## src/lsedq_pkg.sv

```systemverilog
package lsedq_pkg;

    localparam int IN_W              = 16;
    localparam int ERR_W             = 24;
    localparam int BYTE_W            = 8;
    localparam int WHITE_W           = 16;
    localparam int LANES             = 3;
    localparam int MUL_BYTE          = 255;
    localparam int FRACTION_BITS_DEF = 14;

    typedef enum logic {
        OP_WHITE = 1'b0,
        OP_RGB   = 1'b1
    } t_op;

    typedef struct packed {
        logic                    operation;
        logic                    first_pixel;
        logic signed [IN_W-1:0]  red_in;
        logic signed [IN_W-1:0]  green_in;
        logic signed [IN_W-1:0]  blue_in;
        logic signed [IN_W-1:0]  white_in;
    } t_in_beat;

    typedef struct packed {
        logic [WHITE_W-1:0] white_level;
        logic [BYTE_W-1:0]  red_byte;
        logic [BYTE_W-1:0]  green_byte;
        logic [BYTE_W-1:0]  blue_byte;
    } t_out_beat;

    // control shared by all lanes
    typedef struct packed {
        logic s1_load;
        logic s2_load;
        logic rgb;
        logic first;
    } t_lane_ctl;

endpackage

```

## src/lsedq_lane.sv

```systemverilog
module lsedq_lane
    import lsedq_pkg::*;
#(
    parameter int FRAC_BITS = FRACTION_BITS_DEF
) (
    input  logic                   i_clk,
    input  logic                   i_rst_n,
    input  t_lane_ctl              i_ctl,
    input  logic signed [IN_W-1:0] i_value,
    output logic [BYTE_W-1:0]      o_byte
);

    localparam int PROD_W = IN_W + BYTE_W;
    localparam int SUM_W  = ((PROD_W > ERR_W) ? PROD_W : ERR_W) + 1;
    localparam int TOP_W  = FRAC_BITS + BYTE_W + 2;
    localparam int CMP_W  = ((SUM_W > TOP_W) ? SUM_W : TOP_W) + 1;
    localparam int DIF_W  = CMP_W + 1;

    localparam logic signed [CMP_W-1:0] CLAMP_HI = CMP_W'(MUL_BYTE) <<< FRAC_BITS;
    localparam logic signed [CMP_W-1:0] HALF     = CMP_W'(1) <<< (FRAC_BITS - 1);
    localparam logic signed [DIF_W-1:0] E_MAX    = (DIF_W'(1) <<< (ERR_W - 1)) - DIF_W'(1);
    localparam logic signed [DIF_W-1:0] E_MIN    = -E_MAX - DIF_W'(1);

    logic signed [PROD_W-1:0] r_prod;
    logic signed [PROD_W-1:0] n_prod;
    logic signed [PROD_W-1:0] val_ext;
    logic signed [ERR_W-1:0]  r_err;
    logic signed [ERR_W-1:0]  n_err;
    logic signed [ERR_W-1:0]  err_used;
    logic signed [CMP_W-1:0]  corrected;
    logic signed [CMP_W-1:0]  clamped;
    logic signed [CMP_W-1:0]  rnd_sum;
    logic [BYTE_W-1:0]        rounded;
    logic signed [DIF_W-1:0]  diff;
    logic signed [DIF_W-1:0]  step_back;

    // value * 255 as (value << 8) - value
    always_comb begin
        val_ext = PROD_W'(i_value);
        n_prod  = (val_ext <<< BYTE_W) - val_ext;
    end

    always_ff @(posedge i_clk) begin
        if (i_ctl.s1_load) begin
            r_prod <= n_prod;
        end
    end

    // error feedback loop: add, clamp, round, saturate, all combinational
    always_comb begin
        err_used  = i_ctl.first ? '0 : r_err;
        corrected = CMP_W'(r_prod) + CMP_W'(err_used);
        if (corrected < 0) begin
            clamped = '0;
        end else if (corrected > CLAMP_HI) begin
            clamped = CLAMP_HI;
        end else begin
            clamped = corrected;
        end
        rnd_sum   = clamped + HALF;
        rounded   = BYTE_W'(rnd_sum >>> FRAC_BITS);
        step_back = DIF_W'(signed'({1'b0, rounded, {FRAC_BITS{1'b0}}}));
        diff      = DIF_W'(corrected) - step_back;
        if (diff > E_MAX) begin
            n_err = ERR_W'(E_MAX);
        end else if (diff < E_MIN) begin
            n_err = ERR_W'(E_MIN);
        end else begin
            n_err = ERR_W'(diff);
        end
    end

    always_ff @(posedge i_clk) begin
        if (!i_rst_n) begin
            r_err <= '0;
        end else if (i_ctl.s2_load && i_ctl.rgb) begin
            r_err <= n_err;
        end
    end

    assign o_byte = rounded;

endmodule

```

## src/led_strand_error_diffusion_quantizer_core.sv

```systemverilog
// Pipeline: input beat accepted into the product stage, then the
//   diffusion/output register drives o_valid.
// Throughput: one beat per cycle while the sink holds i_ready; the per-channel
//   error loop (add, clamp, round, saturate) is combinational in each lane.
// Reset (synchronous, active low) clears both pipeline valids and all three
//   channel errors; no clearing pass.
module led_strand_error_diffusion_quantizer_core
    import lsedq_pkg::*;
#(
    parameter int FRACTION_BITS = FRACTION_BITS_DEF
) (
    input  logic      i_clk,
    input  logic      i_rst_n,
    input  logic      i_valid,
    output logic      o_ready,
    input  t_in_beat  i_data,
    output logic      o_valid,
    input  logic      i_ready,
    output t_out_beat o_data
);

    localparam int LVL_W  = FRACTION_BITS + 1;
    localparam int WCMP_W = ((IN_W > LVL_W) ? IN_W : LVL_W) + 1;
    localparam int WPRD_W = LVL_W + WHITE_W;
    localparam logic signed [WCMP_W-1:0] ONE_S = WCMP_W'(1) <<< FRACTION_BITS;

    logic             r_s1_valid;
    logic             r_s1_op;
    logic             r_s1_first;
    logic [LVL_W-1:0] r_s1_white;
    logic [LVL_W-1:0] n_s1_white;
    logic             r_s2_valid;
    t_out_beat        r_out;
    t_out_beat        n_out;

    logic                    s1_go;
    logic                    s2_go;
    logic signed [WCMP_W-1:0] lvl_ext;
    logic [WPRD_W-1:0]       white_prod;
    t_lane_ctl               lane_ctl;
    logic signed [IN_W-1:0]  lane_val  [LANES];
    logic [BYTE_W-1:0]       lane_byte [LANES];

    assign s2_go   = !r_s2_valid || i_ready;
    assign s1_go   = !r_s1_valid || s2_go;
    assign o_ready = s1_go;
    assign o_valid = r_s2_valid;
    assign o_data  = r_out;

    assign lane_ctl.s1_load = i_valid && s1_go;
    assign lane_ctl.s2_load = r_s1_valid && s2_go;
    assign lane_ctl.rgb     = (r_s1_op == OP_RGB);
    assign lane_ctl.first   = r_s1_first;

    assign lane_val[0] = i_data.red_in;
    assign lane_val[1] = i_data.green_in;
    assign lane_val[2] = i_data.blue_in;

    for (genvar g = 0; g < LANES; g++) begin : g_lane
        lsedq_lane #(
            .FRAC_BITS(FRACTION_BITS)
        ) u_lane (
            .i_clk  (i_clk),
            .i_rst_n(i_rst_n),
            .i_ctl  (lane_ctl),
            .i_value(lane_val[g]),
            .o_byte (lane_byte[g])
        );
    end

    // white level clamped to 0..one ahead of the scale
    always_comb begin
        lvl_ext = WCMP_W'(i_data.white_in);
        if (lvl_ext < 0) begin
            n_s1_white = '0;
        end else if (lvl_ext > ONE_S) begin
            n_s1_white = LVL_W'(ONE_S);
        end else begin
            n_s1_white = LVL_W'(lvl_ext);
        end
    end

    always_ff @(posedge i_clk) begin
        if (!i_rst_n) begin
            r_s1_valid <= 1'b0;
        end else if (s1_go) begin
            r_s1_valid <= i_valid;
        end
    end

    always_ff @(posedge i_clk) begin
        if (lane_ctl.s1_load) begin
            r_s1_op    <= i_data.operation;
            r_s1_first <= i_data.first_pixel;
            r_s1_white <= n_s1_white;
        end
    end

    // merge: white scale or lane bytes, the other side zeroed
    always_comb begin
        white_prod = {r_s1_white, {WHITE_W{1'b0}}} - WPRD_W'(r_s1_white);
        n_out      = '0;
        if (lane_ctl.rgb) begin
            n_out.red_byte   = lane_byte[0];
            n_out.green_byte = lane_byte[1];
            n_out.blue_byte  = lane_byte[2];
        end else begin
            n_out.white_level = WHITE_W'(white_prod >> FRACTION_BITS);
        end
    end

    always_ff @(posedge i_clk) begin
        if (!i_rst_n) begin
            r_s2_valid <= 1'b0;
        end else if (s2_go) begin
            r_s2_valid <= r_s1_valid;
        end
    end

    always_ff @(posedge i_clk) begin
        if (lane_ctl.s2_load) begin
            r_out <= n_out;
        end
    end

endmodule

```

## config.mk

```make
export PLATFORM = sky130hd
export DESIGN_NAME = led_strand_error_diffusion_quantizer_core
export DESIGN_NICKNAME = d
export VERILOG_FILES = /design/src/lsedq_pkg.sv /design/src/lsedq_lane.sv /design/src/led_strand_error_diffusion_quantizer_core.sv
export SDC_FILE = /design/constraint.sdc
export NUM_CORES = 1
export LEC_CHECK = 0
export BUFFER_PORTS_ARGS = -buffer_cell sky130_fd_sc_hd__buf_2
export CORE_MARGIN = 2
export CORE_UTILIZATION = 64
export CTS_BUF_LIST = sky130_fd_sc_hd__clkbuf_4 sky130_fd_sc_hd__clkbuf_8
export DETAILED_ROUTE_END_ITERATION = 8
export PLACE_DENSITY_LB_ADDON = 0.15
export SLEW_MARGIN = 40
export SYNTH_ARGS = -nofsm -noshare
export SYNTH_HDL_FRONTEND = slang
export SYNTH_SLANG_ARGS = --single-unit
```

## constraint.sdc

```tcl
create_clock -name i_clk -period 8.7 [get_ports i_clk]
set_input_delay 0.435 -clock i_clk [delete_from_list [all_inputs] [get_ports i_clk]]
set_output_delay 0.435 -clock i_clk [all_outputs]
set_load 0.05 [all_outputs]
```

Word level (Yosys, flattened, before mapping)
Cells that the tools add are included.

Reductions and logical operators: 8. Add/sub/neg operators: 13. Order comparisons: 14. Multiplexer cells: 16.

Operators by type and width (count): 24-bit two-way mux (9); 22-bit two-way mux (6); 27-bit by 24-bit greater-than comparator with 1-bit output (second input constant) (3); 27-bit by 24-bit less-than comparator with 1-bit output (second input constant) (3); 25-bit by 23-bit subtractor with 26-bit output (3); 24-bit by 24-bit adder with 25-bit output (3); 25-bit by 23-bit greater-than comparator with 1-bit output (second input constant) (3); 25-bit by 1-bit less-than comparator with 1-bit output (second input constant) (3); 24-bit by 16-bit subtractor with 24-bit output (3); 22-bit by 15-bit adder with 22-bit output (second input constant) (3); 30-bit by 15-bit subtractor with 30-bit output (1); 16-bit greater-than comparator (second input constant) (1); 16-bit by 1-bit less-than comparator with 1-bit output (second input constant) (1); 15-bit two-way mux (1); 1-bit logical AND (3); 1-bit logical NOT (2); 1-bit logical OR (2); 2-bit OR reduction (1).

Register bits after elaboration: 203. Logic and storage cells: 67.

Depth between registers and ports, before layout
Depth in word-level cells: 10. Depth in mapped cells: 35. Depth with buffers taken out: 31.

By module
From an unflattened synthesis, not the netlist that was laid out.

Cell total of the unflattened synthesis: 1804. Area, all modules: 16656.0 um2.

By module, submodules not included: lsedq_lane (g_lane[2].u_lane) (cells each 552, area each 4820.9 um2, times used 1, seq. area each 1201.2 um2); lsedq_lane (g_lane[1].u_lane) (cells each 563, area each 4754.6 um2, times used 1, seq. area each 1201.2 um2); lsedq_lane (g_lane[0].u_lane) (cells each 509, area each 4589.4 um2, times used 1, seq. area each 1201.2 um2); led_strand_error_diffusion_quantizer_core (cells each 180, area each 2491.1 um2, times used 1, seq. area each 1751.7 um2).

Worst setup path after synthesis
No wires, ideal clock.

Path type: reg-to-reg. From: reg r_s1_first. To: reg g_lane[1].u_lane.r_err[16]. Clock period less this slack: 6.930 ns. Stages on the path, launching flop included: 35. Slack: 1.770 ns. Arrival: 6.860 ns. Library setup time: 0.070 ns. Cell sequence: edfxtp_1 clkbuf_1 clkbuf_1 nor2b_1 ha_1 inv_1 fa_1 nand2b_2 a21oi_1 o311a_4 nor2_2 xor2_1 inv_1 or4_1 or4_1 nor4_1 a311oi_1 nor4_1 ha_1 inv_1 or4_1 mux2i_1 o2bb2ai_1 nand2_1 ha_1 a21oi_1 a21oi_1 nor2_1 o21ai_0 a32o_1 a31oi_1 buf_2 buf_1 nand2_1 a21oi_1.

Longest elaborated chain between the ends: 10.

Ends and longest elaborated chain: from (decl) (line led_strand_error_diffusion_quantizer_core.sv:29) `logic r_s1_first;`; from (signal assigned) (line led_strand_error_diffusion_quantizer_core.sv:94) `r_s1_first <= i_data.first_pixel;`; 24-bit two-way mux * (line lsedq_lane.sv:51) `err_used = i_ctl.first ? '0 : r_err;`; 24-bit by 24-bit adder with 25-bit output * (line lsedq_lane.sv:52) `corrected = CMP_W'(r_prod) + CMP_W'(err_used);`; 25-bit by 23-bit greater-than comparator with 1-bit output (line lsedq_lane.sv:55) `end else if (corrected > CLAMP_HI) begin`; 22-bit two-way mux (line lsedq_lane.sv:55); 22-bit two-way mux (line lsedq_lane.sv:53) `if (corrected < 0) begin`; 22-bit by 15-bit adder with 22-bit output (line lsedq_lane.sv:60) `rnd_sum = clamped + HALF;`; 25-bit by 23-bit subtractor with 26-bit output * (line lsedq_lane.sv:63) `diff = DIF_W'(corrected) - step_back;`; 27-bit by 24-bit less-than comparator with 1-bit output (line lsedq_lane.sv:66) `end else if (diff < E_MIN) begin`; 24-bit two-way mux (line lsedq_lane.sv:66); 24-bit two-way mux * (line lsedq_lane.sv:64) `if (diff > E_MAX) begin`; to (signal assigned) (line lsedq_lane.sv:77) `r_err <= n_err;`; to (decl) (line lsedq_lane.sv:27) `logic signed [ERR_W-1:0] r_err;`.

Every way passes the cells marked *; elsewhere a longest branch is shown, timed or not. A chain may end at the register's enable or synchronous reset.

Final worst setup path
From: reg r_s1_first. To: reg g_lane[1].u_lane.r_err[15].

Same word-level chain as after synthesis.

==> impl_metrics.json <==
{
  "fp-row-count": 57,
  "core_area_mm2": 0.0243,
  "seq_area_frac_synth_pct": 33.9,
  "clk_path_buf_depth": 3,
  "wl_met2_um": 16900,
  "globalRouteOverflowTotal": 0,
  "slew_headroom_pct": 46.3,
  "start_util_pct": 65.0,
  "synthArstFlopShare_pct": 0,
  "r2r_setup_slack_ps": 860,
  "clk_pin_slew_worst_paths_ps": 60,
  "drcViolationCount": 0,
  "die_x_um": 161,
  "synth-edff-count": 129,
  "ys_ff_latch": 203,
  "power.leakage_nw": 7.39,
  "p_per_area_mw_per_mm2": 215,
  "root_buffer": "clkbuf_8",
  "die_y_um": 161,
  "worstSetupPathType": "reg -> reg",
  "rsz0062_at_grt": "false",
  "h-tree-depth": 2,
  "hold_viol_final": 0,
  "synth_ff_type": "edfxtp_1",
  "grt_pass1_vias": 13000,
  "status": "finished clean",
  "grt_pass1_wl_um": 61400,
  "maxSlewViolCount": 0,
  "cpPeakStageDelay_ps": 560,
  "portBuffers": 111,
  "critical_path_arrival_ps": 8250,
  "synth_warnings": 0,
  "multi_input_area_mm2": 0.00993,
  "grtUsageTotal_pct": 28.4,
  "final_antenna_net_count": 0,
  "syn_to_final_growth_pct": 11.1,
  "grt_max_degree": 90,
  "min_period_over_period_pct": 90.1,
  "total_power_mw": 3.78,
  "final_nets": 2134,
  "setup_tns_ps": 0,
  "syn-instance-count": 1799,
  "routed.top_layer": "met5",
  "wl_um": 37200,
  "cts_hold_buf": 0,
  "m1WireLength_um": 17000,
  "viasPerCell": 6.13,
  "fmax_mhz": 128,
  "cp-start-kind": "register",
  "drv_cap": 0,
  "worst_pin_slew_ps": 800,
  "num_vias": 13900,
  "finalNonFillerCells": 2264,
  "crit_fanout": 24,
  "peakVddDrop_uv": 105,
  "dpl.hpwl_um": 27500,
  "rr_startpoint": "r_s1_first$_DFFE_PP_",
  "numClockSinks": 203,
  "hold_path_end": "r_s1_op$_DFFE_PP_",
  "drt_iter0_markers": 1058,
  "gp_congestion": 0.922,
  "slowest_stage": "or4_1",
  "min_period_ps": 7840,
  "reg2reg_to": "g_lane[1].u_lane.r_err[15]$_SDFFE_PN0P_",
  "seq_area_mm2": 0.00536,
  "io_pins": 112,
  "die-area_mm2": 0.0260,
  "clock_latency_ps": 540,
  "worst_slack_ps": 862,
  "dr_wl_met3_um": 2130,
  "fin_skew_ps": 29.1,
  "antenna_found_initial": 1,
  "synthesis.area_mm2": 0.0158,
  "min-delay-start": "i_data[65]",
  "dpl_worst_slack_ps": 770,
  "route.detailed.wl_per_inst_um": 16.4,
  "drt-pass1-iter-count": 5,
  "dp.cells": 2196,
  "holdWs_ps": 73.7,
  "finalSetupViolCount": 0,
  "cp-end-kind": "register",
  "cts_setup_buffers": 0,
  "syn_nets": 2022,
  "layout-drive-gt1-share_pct": 12.1,
  "syn_area_per_cell_um2": 8.79,
  "ff2ff_path_depth": 31,
  "cp.required_ps": 9110,
  "min_path_type": "in -> reg",
  "cts_made_buffers": 37,
  "antenna_cells": 0,
  "fillers": 1907,
  "cts_tree": "yes",
  "hold_depth": 1,
  "synth.distinct_cells": 80
}
Yosys cell counts (6+ instances only):
| library cell | instances | area (um2) |
|---|---|---|
| a31o_2 | 8 | 70.1 |
| nand2_1 | 86 | 323 |
| edfxtp_1 | 129 | 3870 |
| o31ai_1 | 7 | 52.6 |
| or2_2 | 13 | 81.3 |
| a31oi_1 | 16 | 100 |
| clkbuf_1 | 49 | 184 |
| nand2b_1 | 37 | 231 |
| a211o_1 | 8 | 70.1 |
| o211ai_1 | 16 | 120 |
| a21o_1 | 42 | 315 |
| and3_1 | 20 | 125 |
| nand3_1 | 28 | 140 |
| nand4_1 | 14 | 87.6 |
| mux2i_1 | 8 | 80.1 |
| fa_1 | 6 | 120 |
| o221ai_1 | 13 | 114 |
| xnor2_1 | 90 | 788 |
| nor4_1 | 15 | 93.8 |
| ha_1 | 147 | 1840 |
| a21oi_1 | 158 | 791 |
| nor2b_1 | 106 | 663 |
| nor2_1 | 163 | 612 |
| o21ai_0 | 117 | 586 |
| o21bai_1 | 14 | 105 |
| o21a_1 | 31 | 233 |
| o22ai_1 | 13 | 81.3 |
| nor3_1 | 50 | 250 |
| xor2_1 | 42 | 368 |
| or3_1 | 11 | 68.8 |
| dfxtp_1 | 74 | 1480 |
| and2_1 | 33 | 206 |
| o21ai_1 | 11 | 55.1 |
| inv_1 | 91 | 342 |
| a211oi_1 | 32 | 240 |
through the flow:
step	utilization, %	cell area, um2
after floorplan	-	15800
after global placement	68.7	16700
after detailed placement	68.7	16700
after CTS	72.2	17600
after global routing	72.3	17600
final	72.3	17600
power breakdown:
part / internal (mW) / leakage [nW] / switching, mW
registers: 1.14 / 1.86 / 0.0483
clock network: 0.631 / 0.445 / 0.404
logic: 0.602 / 5.08 / 0.954
worst max-delay path by stage:
stage,start,slack [ps],endpoint,depth (start not counted)
after floorplan,r_s1_first$_DFFE_PP_,1770,g_lane[1].u_lane.r_err[16]$_SDFFE_PN0P_,34
after global placement,r_s1_first$_DFFE_PP_,1050,g_lane[1].u_lane.r_err[14]$_SDFFE_PN0P_,31
after detailed placement,r_s1_first$_DFFE_PP_,770,g_lane[1].u_lane.r_err[15]$_SDFFE_PN0P_,31
after CTS,r_s1_first$_DFFE_PP_,710,g_lane[1].u_lane.r_err[15]$_SDFFE_PN0P_,31
after global routing,r_s1_first$_DFFE_PP_,30,g_lane[1].u_lane.r_err[14]$_SDFFE_PN0P_,31
final,r_s1_first$_DFFE_PP_,860,g_lane[1].u_lane.r_err[15]$_SDFFE_PN0P_,31
flip-flops by register name, indices dropped and copies added (netlist names):
signal and cells:
r_s1_op 1, r_s1_valid 1, r_s1_white 15, o_valid 1, g_lane.u_lane.r_err 72, g_lane.u_lane.r_prod 72, o_data 40, r_s1_first 1
worst max-delay path: cells and delay by family, from the launching register on:
kind                     cells  cell delay [ps]
AND/OR/NAND/NOR             11             3030
AO/OA/AOI/OAI               10             2330
adder cells (fa/ha/maj)      4             1150
buffers and inverters        4              480
flip-flops                   1              410
multiplexers                 1              150
XOR/XNOR                     1              130
cell usage in the layout, fill, tap and decap left out, types with 14 or more instances in the layout:
cell,count
dfxtp_1,74
a21o_1,42
a211oi_1,32
a31oi_1,15
o21a_1,31
xor2_1,42
edfxtp_1,129
ha_1,147
buf_2,110
xnor2_1,90
nand2b_1,37
nor4_1,14
and2_1,31
a21oi_1,158
o211ai_1,16
inv_1,91
nor3_1,50
buf_4,17
clkbuf_8,43
and3_1,19
nand3_1,28
nor2b_1,106
nor2_1,163
nand4_1,14
nand2_1,86
o21ai_0,117
logic make-up after synthesis:
logic type,Yosys count,synth area share [%]
buf+inv,146,3.50
flops,203,33.9
simple gates,605,19.7
mux,9,0.577
compound gates,548,22.5
xor+xnor,133,7.41
fa+ha+maj,155,12.5
what timing repair did:
action | 4_1_cts | 5_1_grt
hold endpoints to repair | 0 | 0
gates resized for setup | 0 | 3
endpoints found under the setup margin | 0 | 13
layer usage:
| metal | vias up | global-route usage, % |
|---|---|---|
| met5 | - | 0 |
| met4 | 2 | 10.1 |
| met3 | 79 | 3.83 |
| met2 | 462 | 46.4 |
| met1 | 6492 | 38.9 |
| li1 | 6832 | - |
area by class of cell:
class	instances	share of cell area, %
Timing Repair Buffer	128	3.94
Sequential cell	203	30.5
Inverter	91	1.94
Tap cell	324	2.31
Clock buffer	51	3.67
Multi-Input combinational cell	1450	56.5
Clock inverter	17	1.17
(Power assumes the default switching activity.)
